[src/hdl/x86a_pkg.sv]
// ----------------------------------------------------------------------------
// x86a_pkg
// Operation codes, flag positions, pipeline types and flag helpers for the
// 16-bit x86 ALU.
// ----------------------------------------------------------------------------
package x86a_pkg;

    localparam logic [4:0] F_ADD  = 5'd0;
    localparam logic [4:0] F_ADC  = 5'd1;
    localparam logic [4:0] F_SUB  = 5'd2;
    localparam logic [4:0] F_SBB  = 5'd3;
    localparam logic [4:0] F_CMP  = 5'd4;
    localparam logic [4:0] F_AND  = 5'd5;
    localparam logic [4:0] F_OR   = 5'd6;
    localparam logic [4:0] F_XOR  = 5'd7;
    localparam logic [4:0] F_TEST = 5'd8;
    localparam logic [4:0] F_INC  = 5'd9;
    localparam logic [4:0] F_DEC  = 5'd10;
    localparam logic [4:0] F_NEG  = 5'd11;
    localparam logic [4:0] F_NOT  = 5'd12;
    localparam logic [4:0] F_SHL  = 5'd13;
    localparam logic [4:0] F_SHR  = 5'd14;
    localparam logic [4:0] F_SAR  = 5'd15;
    localparam logic [4:0] F_ROL  = 5'd16;
    localparam logic [4:0] F_ROR  = 5'd17;
    localparam logic [4:0] F_RCL  = 5'd18;
    localparam logic [4:0] F_RCR  = 5'd19;
    localparam logic [4:0] F_MUL  = 5'd20;
    localparam logic [4:0] F_IMUL = 5'd21;
    localparam logic [4:0] F_DIV  = 5'd22;
    localparam logic [4:0] F_IDIV = 5'd23;
    localparam logic [4:0] F_AAA  = 5'd24;
    localparam logic [4:0] F_AAS  = 5'd25;
    localparam logic [4:0] F_DAA  = 5'd26;
    localparam logic [4:0] F_DAS  = 5'd27;
    localparam logic [4:0] F_AAM  = 5'd28;
    localparam logic [4:0] F_AAD  = 5'd29;
    localparam logic [4:0] F_CBW  = 5'd30;
    localparam logic [4:0] F_CWD  = 5'd31;

    localparam int FL_C = 0;
    localparam int FL_P = 1;
    localparam int FL_A = 2;
    localparam int FL_Z = 3;
    localparam int FL_S = 4;
    localparam int FL_O = 5;

    localparam int DIV_BITS     = 16;
    localparam int DIV_STEPS_DEF = 2;

    localparam logic [1:0] M_ALU = 2'd0;
    localparam logic [1:0] M_MUL = 2'd1;
    localparam logic [1:0] M_DIV = 2'd2;

    typedef struct packed {
        logic [15:0] rem;
        logic [15:0] dq;
        logic [15:0] dvs;
    } t_div;

    typedef struct packed {
        logic [1:0]  mode;
        logic        imul_idiv;
        logic        wide;
        logic [15:0] ax;
        logic [15:0] dx;
        logic [15:0] res;
        logic [15:0] hi;
        logic [5:0]  f;
        logic        wb;
        logic [31:0] prod;
        logic        dneg;
        logic        bneg;
        logic        pre_err;
    } t_side;

    function automatic logic [5:0] set_szp(logic [5:0] f, logic [15:0] v, logic wide);
        logic [5:0] g;
        g = f;
        g[FL_Z] = wide ? (v == 16'd0) : (v[7:0] == 8'd0);
        g[FL_S] = wide ? v[15] : v[7];
        g[FL_P] = ~^v[7:0];
        return g;
    endfunction

endpackage

[src/hdl/x86a_div_stage.sv]
// ----------------------------------------------------------------------------
// x86a_div_stage
// Registered restoring-division stage: STEPS quotient bits per cycle while i_en is high.
// ----------------------------------------------------------------------------
module x86a_div_stage #(
    parameter int STEPS = x86a_pkg::DIV_STEPS_DEF
) (
    input  logic          i_clk,
    input  logic          i_en,
    input  x86a_pkg::t_div i_div,
    output x86a_pkg::t_div o_div
);
    import x86a_pkg::*;

    t_div        n_div;
    t_div        r_div;

    always_comb begin
        logic [16:0] t;
        n_div = i_div;
        for (int k = 0; k < STEPS; k++) begin
            t = {n_div.rem, n_div.dq[15]};
            if (t >= {1'b0, n_div.dvs}) begin
                t = t - {1'b0, n_div.dvs};
                n_div.rem = t[15:0];
                n_div.dq  = {n_div.dq[14:0], 1'b1};
            end else begin
                n_div.rem = t[15:0];
                n_div.dq  = {n_div.dq[14:0], 1'b0};
            end
        end
    end

    always_ff @(posedge i_clk) begin
        if (i_en) begin
            r_div <= n_div;
        end
    end

    assign o_div = r_div;
endmodule

[src/hdl/x86_16_alu_with_flags.sv]
// ----------------------------------------------------------------------------
// x86_16_alu_with_flags
// Every operation passes the input register, the stage-1 register, the divider
// stages and the output register; one operation per cycle while not stalled.
// The divider's restoring stages, DIV_STEPS quotient bits each, set the depth.
// A stall on the output freezes the whole pipeline. Synchronous reset clears
// the valid bits only.
// ----------------------------------------------------------------------------
module x86_16_alu_with_flags #(
    parameter int DIV_STEPS = x86a_pkg::DIV_STEPS_DEF
) (
    input  logic        i_clk,
    input  logic        i_rst_n,
    input  logic        i_valid,
    output logic        o_ready,
    input  logic [4:0]  i_func,
    input  logic        i_wide,
    input  logic [15:0] i_operand_a,
    input  logic [15:0] i_operand_b,
    input  logic [15:0] i_extend_word,
    input  logic [5:0]  i_flags_in,
    output logic        o_valid,
    input  logic        i_ready,
    output logic [15:0] o_result,
    output logic [15:0] o_result_high,
    output logic [5:0]  o_flags_out,
    output logic        o_divide_error,
    output logic        o_writes_back
);
    import x86a_pkg::*;

    localparam int NDIV = DIV_BITS / DIV_STEPS;

    logic        en;
    logic [NDIV+1:0] r_vld;
    logic        r_out_vld;

    logic [4:0]  r0_func;
    logic        r0_wide;
    logic [15:0] r0_ax, r0_b_raw, r0_dx;
    logic [5:0]  r0_f;

    t_side       n1_side;
    t_div        n1_div;
    t_side       r_side [0:NDIV];
    t_div        s_div  [0:NDIV];
    t_div        r1_div;

    logic [15:0] n_res_o, n_hi_o;
    logic [5:0]  n_fo_o;
    logic        n_err_o, n_wb_o;

    logic [15:0] r_res, r_hi;
    logic [5:0]  r_fo;
    logic        r_err, r_wb;

    assign en      = !r_out_vld || i_ready;
    assign o_ready = en;

    // valid pipeline
    always_ff @(posedge i_clk) begin
        if (!i_rst_n) begin
            r_vld     <= '0;
            r_out_vld <= 1'b0;
        end else if (en) begin
            r_vld     <= {r_vld[NDIV:0], i_valid};
            r_out_vld <= r_vld[NDIV+1];
        end
    end

    always_ff @(posedge i_clk) begin
        if (en) begin
            r0_func  <= i_func;
            r0_wide  <= i_wide;
            r0_ax    <= i_operand_a;
            r0_b_raw <= i_operand_b;
            r0_dx    <= i_extend_word;
            r0_f     <= i_flags_in;
        end
    end

    // stage 1: ALU, shifts, adjusts, multiplier, divide setup
    always_comb begin
        logic [15:0] a, b, x, y, as_res, ovec, res;
        logic [16:0] s17;
        logic        cin, is_sub, cf, c_as, o_as, a_as;
        logic [5:0]  f, f_as;
        logic [4:0]  cnt, cm1, r17, r9, rr;
        logic [31:0] sh32, rw;
        logic [15:0] shr_t, rb, rol_r, ror_r;
        logic signed [31:0] sa, sar_t, sar_v;
        logic [16:0] v17, rcv;
        logic [33:0] rc34;
        logic [8:0]  v9;
        logic [17:0] rc18;
        logic        sc;
        logic signed [16:0] ma, mb;
        logic signed [33:0] pr;
        logic [7:0]  al, ah;
        logic        adj, hiadj, loadj;
        logic [17:0] q10;
        logic [7:0]  aq;
        logic [31:0] dd, dmag, dsh;
        logic [15:0] bmag, dvs, ax_neg;
        logic [7:0]  b8n;
        logic        dneg, bneg, uovf, idv;

        a  = r0_wide ? r0_ax : {8'd0, r0_ax[7:0]};
        b  = r0_wide ? r0_b_raw : {8'd0, r0_b_raw[7:0]};
        f  = r0_f;
        cf = f[FL_C];
        al = r0_ax[7:0];
        ah = r0_ax[15:8];
        sc    = 1'b0;
        adj   = 1'b0;
        hiadj = 1'b0;
        loadj = 1'b0;
        q10   = '0;
        aq    = '0;
        rc34  = '0;
        rc18  = '0;
        rcv   = '0;

        // add / subtract family
        x = a;
        y = b;
        cin = 1'b0;
        is_sub = 1'b0;
        case (r0_func)
            F_ADC:        cin = cf;
            F_SUB, F_CMP: is_sub = 1'b1;
            F_SBB: begin
                is_sub = 1'b1;
                cin    = cf;
            end
            F_INC:        y = 16'd1;
            F_DEC: begin
                is_sub = 1'b1;
                y      = 16'd1;
            end
            F_NEG: begin
                is_sub = 1'b1;
                x      = 16'd0;
                y      = a;
            end
            default: ;
        endcase
        s17 = is_sub ? ({1'b0, x} - {1'b0, y} - {16'd0, cin})
                     : ({1'b0, x} + {1'b0, y} + {16'd0, cin});
        as_res = r0_wide ? s17[15:0] : {8'd0, s17[7:0]};
        c_as = r0_wide ? s17[16] : s17[8];
        a_as = x[4] ^ y[4] ^ s17[4];
        ovec = is_sub ? ((x ^ y) & (x ^ s17[15:0])) : ((x ^ s17[15:0]) & (y ^ s17[15:0]));
        o_as = r0_wide ? ovec[15] : ovec[7];
        f_as = set_szp(f, as_res, r0_wide);
        f_as[FL_C] = c_as;
        f_as[FL_A] = a_as;
        f_as[FL_O] = o_as;

        // shifts and rotates
        cnt   = r0_b_raw[4:0];
        cm1   = cnt - 5'd1;
        sh32  = {16'd0, a} << cnt;
        shr_t = a >> cm1;
        sa    = r0_wide ? {{16{a[15]}}, a} : {{24{a[7]}}, a[7:0]};
        sar_t = sa >>> cm1;
        sar_v = sar_t >>> 1;
        rw    = {a, a} << cnt[3:0];
        rb    = {a[7:0], a[7:0]} << cnt[2:0];
        rol_r = r0_wide ? rw[31:16] : {8'd0, rb[15:8]};
        rw    = {a, a} >> cnt[3:0];
        rb    = {a[7:0], a[7:0]} >> cnt[2:0];
        ror_r = r0_wide ? rw[15:0] : {8'd0, rb[7:0]};
        r17   = (cnt >= 5'd17) ? cnt - 5'd17 : cnt;
        r9    = (cnt >= 5'd27) ? cnt - 5'd27 : (cnt >= 5'd18) ? cnt - 5'd18 :
                (cnt >= 5'd9) ? cnt - 5'd9 : cnt;
        v17   = {cf, a};
        v9    = {cf, a[7:0]};
        rr    = r0_wide ? r17 : r9;

        // multiplier
        idv = (r0_func == F_IMUL) || (r0_func == F_IDIV);
        ma  = (r0_func == F_IMUL) ? (r0_wide ? {a[15], a} : {{9{a[7]}}, a[7:0]}) : {1'b0, a};
        mb  = (r0_func == F_IMUL) ? (r0_wide ? {b[15], b} : {{9{b[7]}}, b[7:0]}) : {1'b0, b};
        pr  = ma * mb;

        // divide setup
        dd     = r0_wide ? {r0_dx, r0_ax} : {16'd0, r0_ax};
        dneg   = idv && (r0_wide ? r0_dx[15] : r0_ax[15]);
        bneg   = idv && (r0_wide ? b[15] : b[7]);
        ax_neg = 16'd0 - r0_ax;
        b8n    = 8'd0 - b[7:0];
        if (r0_wide) begin
            dmag = dneg ? 32'd0 - dd : dd;
            bmag = bneg ? 16'd0 - b : b;
            uovf = dmag[31:16] >= bmag;
            dsh  = dmag;
            dvs  = bmag;
        end else begin
            dmag = {16'd0, dneg ? ax_neg : r0_ax};
            bmag = {8'd0, bneg ? b8n : b[7:0]};
            uovf = dmag[15:8] >= bmag[7:0];
            dsh  = {8'd0, dmag[15:0], 8'd0};
            dvs  = {bmag[7:0], 8'd0};
        end
        n1_div.rem = dsh[31:16];
        n1_div.dq  = dsh[15:0];
        n1_div.dvs = dvs;

        res = a;
        n1_side.hi   = 16'd0;
        n1_side.wb   = 1'b1;
        n1_side.mode = M_ALU;
        case (r0_func)
            F_ADD, F_ADC, F_SUB, F_SBB, F_NEG: begin
                res = as_res;
                f   = f_as;
            end
            F_CMP: begin
                f = f_as;
                n1_side.wb = 1'b0;
            end
            F_INC, F_DEC: begin
                res = as_res;
                f   = f_as;
                f[FL_C] = cf;
            end
            F_AND, F_OR, F_XOR, F_TEST: begin
                res = (r0_func == F_OR) ? (a | b) : (r0_func == F_XOR) ? (a ^ b) : (a & b);
                f = set_szp(f, res, r0_wide);
                f[FL_C] = 1'b0;
                f[FL_O] = 1'b0;
                f[FL_A] = 1'b0;
                if (r0_func == F_TEST) begin
                    res = a;
                    n1_side.wb = 1'b0;
                end
            end
            F_NOT: res = ~a & (r0_wide ? 16'hFFFF : 16'h00FF);
            F_SHL, F_SHR, F_SAR: begin
                if (cnt != 5'd0) begin
                    if (r0_func == F_SHL) begin
                        res = r0_wide ? sh32[15:0] : {8'd0, sh32[7:0]};
                        sc  = r0_wide ? sh32[16] : sh32[8];
                    end else if (r0_func == F_SHR) begin
                        res = shr_t >> 1;
                        sc  = shr_t[0];
                    end else begin
                        res = r0_wide ? sar_v[15:0] : {8'd0, sar_v[7:0]};
                        sc  = sar_t[0];
                    end
                    f[FL_C] = sc;
                    f[FL_O] = r0_wide ? (res[15] ^ a[15]) : (res[7] ^ a[7]);
                    f = set_szp(f, res, r0_wide);
                end
            end
            F_ROL, F_ROR: begin
                if (cnt != 5'd0) begin
                    res = (r0_func == F_ROL) ? rol_r : ror_r;
                    f[FL_C] = (r0_func == F_ROL) ? res[0] : (r0_wide ? res[15] : res[7]);
                    f[FL_O] = r0_wide ? (res[15] ^ a[15]) : (res[7] ^ a[7]);
                end
            end
            F_RCL, F_RCR: begin
                if (r0_wide) begin
                    rc34 = (r0_func == F_RCL) ? ({v17, v17} << r17) : ({v17, v17} >> r17);
                    rcv  = (r0_func == F_RCL) ? rc34[33:17] : rc34[16:0];
                end else begin
                    rc18 = (r0_func == F_RCL) ? ({v9, v9} << r9) : ({v9, v9} >> r9);
                    rcv  = {8'd0, (r0_func == F_RCL) ? rc18[17:9] : rc18[8:0]};
                end
                if (cnt != 5'd0 && rr != 5'd0) begin
                    res = r0_wide ? rcv[15:0] : {8'd0, rcv[7:0]};
                    f[FL_C] = r0_wide ? rcv[16] : rcv[8];
                    f[FL_O] = r0_wide ? (res[15] ^ a[15]) : (res[7] ^ a[7]);
                end
            end
            F_MUL, F_IMUL: n1_side.mode = M_MUL;
            F_DIV, F_IDIV: n1_side.mode = M_DIV;
            F_AAA, F_AAS: begin
                adj = (al[3:0] > 4'd9) || f[FL_A];
                if (adj) begin
                    al = (r0_func == F_AAA) ? al + 8'd6 : al - 8'd6;
                    ah = (r0_func == F_AAA) ? ah + 8'd1 : ah - 8'd1;
                end
                f[FL_C] = adj;
                f[FL_A] = adj;
                res = {ah, 4'd0, al[3:0]};
            end
            F_DAA, F_DAS: begin
                hiadj = (al > 8'h99) || cf;
                loadj = (al[3:0] > 4'd9) || f[FL_A];
                if (loadj) al = (r0_func == F_DAA) ? al + 8'h06 : al - 8'h06;
                if (hiadj) al = (r0_func == F_DAA) ? al + 8'h60 : al - 8'h60;
                f[FL_A] = loadj;
                f[FL_C] = hiadj;
                f = set_szp(f, {8'd0, al}, 1'b0);
                res = {ah, al};
            end
            F_AAM: begin
                q10 = {10'd0, al} * 18'd205;
                aq  = {3'd0, q10[15:11]};
                al  = al - ((aq << 3) + (aq << 1));
                f   = set_szp(f, {8'd0, al}, 1'b0);
                res = {aq, al};
            end
            F_AAD: begin
                al  = (ah << 3) + (ah << 1) + al;
                f   = set_szp(f, {8'd0, al}, 1'b0);
                res = {8'd0, al};
            end
            F_CBW: res = {{8{al[7]}}, al};
            default: begin
                res = r0_ax;
                n1_side.hi = {16{r0_ax[15]}};
            end
        endcase

        n1_side.imul_idiv = idv;
        n1_side.wide      = r0_wide;
        n1_side.ax        = r0_ax;
        n1_side.dx        = r0_dx;
        n1_side.res       = res;
        n1_side.f         = f;
        n1_side.prod      = pr[31:0];
        n1_side.dneg      = dneg;
        n1_side.bneg      = bneg;
        n1_side.pre_err   = (b == 16'd0) || uovf;
    end

    always_ff @(posedge i_clk) begin
        if (en) begin
            r_side[0] <= n1_side;
            r1_div    <= n1_div;
            for (int k = 1; k <= NDIV; k++) begin
                r_side[k] <= r_side[k-1];
            end
        end
    end

    assign s_div[0] = r1_div;

    for (genvar g = 0; g < NDIV; g++) begin : g_div
        x86a_div_stage #(
            .STEPS (DIV_STEPS)
        ) u_stage (
            .i_clk (i_clk),
            .i_en  (en),
            .i_div (s_div[g]),
            .o_div (s_div[g+1])
        );
    end

    // final stage: multiply flags, divide sign fix and selection
    always_comb begin
        t_side       sd;
        t_div        dv;
        logic [15:0] n_res, n_hi, q, r, qs, rs;
        logic [5:0]  n_fo;
        logic        n_err, n_wb, mf, lim;
        sd = r_side[NDIV];
        dv = s_div[NDIV];
        n_res = sd.res;
        n_hi  = sd.hi;
        n_fo  = sd.f;
        n_wb  = sd.wb;
        n_err = 1'b0;
        mf    = 1'b0;
        lim   = 1'b0;
        q = dv.dq;
        r = dv.rem;
        qs = 16'd0 - q;
        rs = 16'd0 - r;
        case (sd.mode)
            M_MUL: begin
                if (sd.wide) begin
                    mf = sd.imul_idiv ? (sd.prod[31:16] != {16{sd.prod[15]}})
                                      : (sd.prod[31:16] != 16'd0);
                    n_res = sd.prod[15:0];
                    n_hi  = sd.prod[31:16];
                end else begin
                    mf = sd.imul_idiv ? (sd.prod[15:8] != {8{sd.prod[7]}})
                                      : (sd.prod[15:8] != 8'd0);
                    n_res = sd.prod[15:0];
                end
                n_fo[FL_C] = mf;
                n_fo[FL_O] = mf;
            end
            M_DIV: begin
                lim   = sd.imul_idiv && (sd.wide ? q[15] : q[7]);
                n_err = sd.pre_err || lim;
                if (n_err) begin
                    n_res = sd.ax;
                    n_hi  = sd.wide ? sd.dx : 16'd0;
                    n_wb  = 1'b0;
                end else if (sd.wide) begin
                    n_res = (sd.dneg ^ sd.bneg) ? qs : q;
                    n_hi  = sd.dneg ? rs : r;
                end else begin
                    n_res = {sd.dneg ? (8'd0 - r[15:8]) : r[15:8],
                             (sd.dneg ^ sd.bneg) ? qs[7:0] : q[7:0]};
                    n_hi  = 16'd0;
                end
            end
            default: ;
        endcase
        n_res_o = n_res;
        n_hi_o  = n_hi;
        n_fo_o  = n_fo;
        n_err_o = n_err;
        n_wb_o  = n_wb;
    end

    always_ff @(posedge i_clk) begin
        if (en) begin
            r_res <= n_res_o;
            r_hi  <= n_hi_o;
            r_fo  <= n_fo_o;
            r_err <= n_err_o;
            r_wb  <= n_wb_o;
        end
    end

    assign o_valid        = r_out_vld;
    assign o_result       = r_res;
    assign o_result_high  = r_hi;
    assign o_flags_out    = r_fo;
    assign o_divide_error = r_err;
    assign o_writes_back  = r_wb;
endmodule

[config.mk]
export PLATFORM = sky130hd
export DESIGN_NAME = x86_16_alu_with_flags
export DESIGN_NICKNAME = d
export VERILOG_FILES = /design/src/hdl/x86a_pkg.sv /design/src/hdl/x86a_div_stage.sv /design/src/hdl/x86_16_alu_with_flags.sv
export SDC_FILE = /design/constraint.sdc
export NUM_CORES = 2
export LEC_CHECK = 0
export ABC_AREA = 1
export BUFFER_PORTS_ARGS = -buffer_cell sky130_fd_sc_hd__buf_2
export CORE_MARGIN = 5
export CORE_UTILIZATION = 45
export CTS_BUF_LIST = sky130_fd_sc_hd__clkbuf_2 sky130_fd_sc_hd__clkbuf_4 sky130_fd_sc_hd__clkbuf_8
export DETAILED_ROUTE_END_ITERATION = 8
export PLACE_DENSITY_LB_ADDON = 0.2
export SYNTH_ARGS = -nofsm -noshare
export SYNTH_HDL_FRONTEND = slang
export SYNTH_HIERARCHICAL = 1
export SYNTH_SLANG_ARGS = --single-unit
[constraint.sdc]
create_clock -name i_clk -period 87.5 [get_ports i_clk]
set_input_delay 8.75 -clock i_clk [delete_from_list [all_inputs] [get_ports i_clk]]
set_output_delay 8.75 -clock i_clk [all_outputs]
set_load 0.01 [all_outputs]
Yosys cells after proc, flatten, opt, wreduce, memory -nomap -nowiden
Memory sizes are Yosys's and may differ from the RTL's.
Index checks and enable logic that the tools add are counted.
Widths: inputs -> output; s select.

word-level totals
  memories kept = 1
  RAM bits = 990
  bits in registers = 527
  bits of input ports = 64
  bits in read-only memories = 0
  word-level logic and storage cells = 356
  bits in latches = 0

operators by class
  add/subtract/negate cells = 42
  bitwise gates (word level) = 19
  multiplexer cells = 132
  $mul = 2
  shift-type cells = 11
  magnitude comparators = 24
  eq/ne operators = 34
  reductions and logical operators = 49
  div/mod/pow operators = 0

memories
  memory  depth  width  read ports  clocked after memory_dff  wr ports  RTL line                     source
  r_side  9      110    9           0                         9         x86_16_alu_with_flags.sv:45  t_side r_side [0:NDIV];

operators by type and width
  operator               count
  $mux 32                19
  $mux 16                34
  $ge 17x16->1           16
  $sub 16x16->16         16
  $pmux 16 s12           1
  $mux 17                8
  $pmux 16 s2            3
  $mux 8                 11
  $eq 5x5->1 const B     15
  $and 16x16->16         4
  $logic_not 16->1       4
  $sub 1x16->16 const A  4
  $xor 16x16->16         4
  $logic_not 8->1        6
  $reduce_xnor 8->1      6
  $eq 5x4->1 const B     8
  $mux 1                 37
  $mux 34                1
  $shl 34x5->34          1
  $shr 34x5->34          1
  $mul 17x17->32         1
  $shl 32x4->32          1
  $shr 32x4->16          1
  $sshr 32x5->17         1
  other kinds (69)       110

Longest topological paths before layout
  word-level depth = 14
  mapped depth = 44

Modules after synthesis
Netlist, hierarchy kept.

by module, submodules not included
  module                                  cells an instance  instances  sequential area each (um^2)  area each (um^2)
  x86_16_alu_with_flags                   6055               1          30339.1                      60575.6
  x86a_div_stage at g_div[0].u_stage ...  506                7          1441.4                       4001.3
  x86a_div_stage at g_div[6].u_stage      506                1          1441.4                       4030.1

Worst setup path after synthesis
OpenSTA, ideal clock, no wires.

  path type = input-to-output
  from = input port i_ready
  to = output port o_ready
  slack = 32205 ps
  arrival time = 46545 ps
  stages on the path = 3
  cells stage by stage = nor2_1 > inv_1 > clkbuf_1

on the way
  word-level cells in the longest chain between the ends = 1

RTL lines
  element             RTL line                     source
  start: declaration  x86_16_alu_with_flags.sv:23  input logic i_ready,
  $logic_or 1x1->1    x86_16_alu_with_flags.sv:57  assign en = !r_out_vld || i_ready;
  end: declaration    x86_16_alu_with_flags.sv:15  output logic o_ready,

No other way between the ends.

Worst setup path after layout
Same ends and word-level chain as after synthesis.

==> out/metrics.cfg <==
[run_status]
status = finished, final reports clean

[floorplan]
fp.dieH_um = 462.5
core_um2 = 204200
io_pins = 106
initial_core_util_pct = 45.13
die_x_um = 462.5
die_area_um2 = 213900
row_count = 166

[setup_path]
critPathLaunchType = input port
end_kind = output pin
required_ns = 78.75
worstPathMaxFanout = 127
cp.arrival_ns = 10.30
rr_worst_depth = 27
critical_path_class = input port to output pin

[global_routing]
grt_first_pass_wirelength_um = 423700
grt_pass1_vias = 68310
grt_max_degree = 188
antenna_found_initial = 6
globalRouteOverflowTotal = 0
grtUsageTotal_pct = 25.94

[timing]
rsz0062_at_grt = no
finalCritPeriodShare_pct = 21.77
maxSlewHeadroom_pct = 24.53
setup_violations = 0
period_needed_ns = 19.05
slew_viol_final = 0
fmax_mhz = 52.49
clock_skew_ns = 0.1190
hold_viol = 0
worst_pin_slew_ns = 1.132
fin_tns_setup_ns = 0

[placement]
io_buffers = 105
globalplace.congestion = 1.006
dp_hpwl_um = 219200

[power_and_ir_drop]
power_density_nw_per_um2 = 36.05
p_leak_nw = 46.53
ir_worst_vdd_uv = 29.21
power.total_mw = 3.601

[cells_and_area]
num-nets-final = 11170
multi_input_area_um2 = 43970
area_growth_pct = 8.413
final_common_cell = nand2_1
fill_cells = 19380
seqCellArea_um2 = 41390
final_cell_mix = nand2_1 (2717), edfxtp_1 (1371), inv_1 (1260)
drive_gt1_share_pct = 11.53

[drt]
drt_iter0_drc = 6359
antenna_left = 0
wire_per_inst_um = 21.61
top_layer_used = met5
wirelength_um = 283200
vias_per_cell = 5.360
dr_wl_met2_um = 128600
drtPass1Iterations = 8
drcViolationCount = 0
vias = 70240
wl_met3_um = 17640
drt-met1-wl_um = 121500

[yosys]
ys_warn_count = 6
syn-cell-area_um2 = 92130
syn_inst = 10090
syn-num-nets = 11030
avgSynthCellArea_um2 = 9.134

[cts]
htree_num_levels = 4
cts_resized = 0
cts_buffers = 219
insertion_delay_ns = 1.03
cts-root-buf = clkbuf_8
cts_hold_buffers = 0
cts.sinks = 1382
post-cts-setup-buffer-count = 0
cts_tree = done
clkTransAtPathRegs_ns = 0.05
clockBufferDepth = 3

[worst_hold_path]
hold_path_class = flip-flop to flip-flop
min_path_cells = 0

[flow_run]
maxCapViolCount = 0

state kept, by name, summed over array words and instances, names as in the netlist, 5 cells and up:
signal,count
o_result_high,16
r0_b_raw,16
r_vld,10
r1_div,48
r0_f,6
g_div.u_stage/o_div,368
r0_dx,16
r0_func,5
o_flags_out,6
r_side,855
r0_ax,16
o_result,16
routing by layer:
layer / up-vias / GRT usage [%]
met3: 601 / 3.564
met1: 33410 / 35.07
met5: - / 0
met2: 2497 / 41.40
met4: 4 / 12.49
li1: 33720 / -
area by class of cell:
cell class	instances	share of cell area [%]
Tap cell	2688	3.367
Timing Repair Buffer	194	1.245
Clock buffer	294	3.594
Inverter	1410	5.306
Multi-Input combinational cell	7027	44.02
Antenna cell	4	0.01002
Sequential cell	1382	41.44
Clock inverter	105	1.017
worst max-delay path, cell delays in order:
cell    delay [ns]
buf_2         0.11
nor2_1        0.66
inv_8         0.45
buf_2         0.32
power by group:
group	total (mW)	switching (mW)	internal [mW]	leakage, nW
registers	1.05	0.0817	0.972	15.0
logic	1.98	1.31	0.670	29.1
clock network	0.566	0.258	0.307	2.40
path summary, 6_finish.rpt:
kind             startpoint        endpoint  slack (ns)
max reg2reg         r0_wide   r_side[0][31]       78.29
max                 i_ready         o_ready       68.45
min          r_side[0][761]  r_side[0][871]        0.38
min reg2reg  r_side[0][761]  r_side[0][871]        0.38
stage by stage:
stage | utilization [%] | hold WS, ns | setup WS [ns] | cells | area (µm²)
after CTS | 48.92 | 0.3699 | 68.40 | 13100 | 99880
after floorplan | - | 0.4003 | 32.64 | 10090 | 92130
after global routing | 48.92 | 0.3877 | 68.30 | 13100 | 99880
after detailed placement | 46.66 | 0.4045 | 68.40 | 12700 | 95270
after global placement | 46.66 | 0.4005 | 68.37 | 12700 | 95270
final | 48.92 | 0.3773 | 68.45 | 13100 | 99890
No activity file was read; power rests on OpenSTA's default activity.
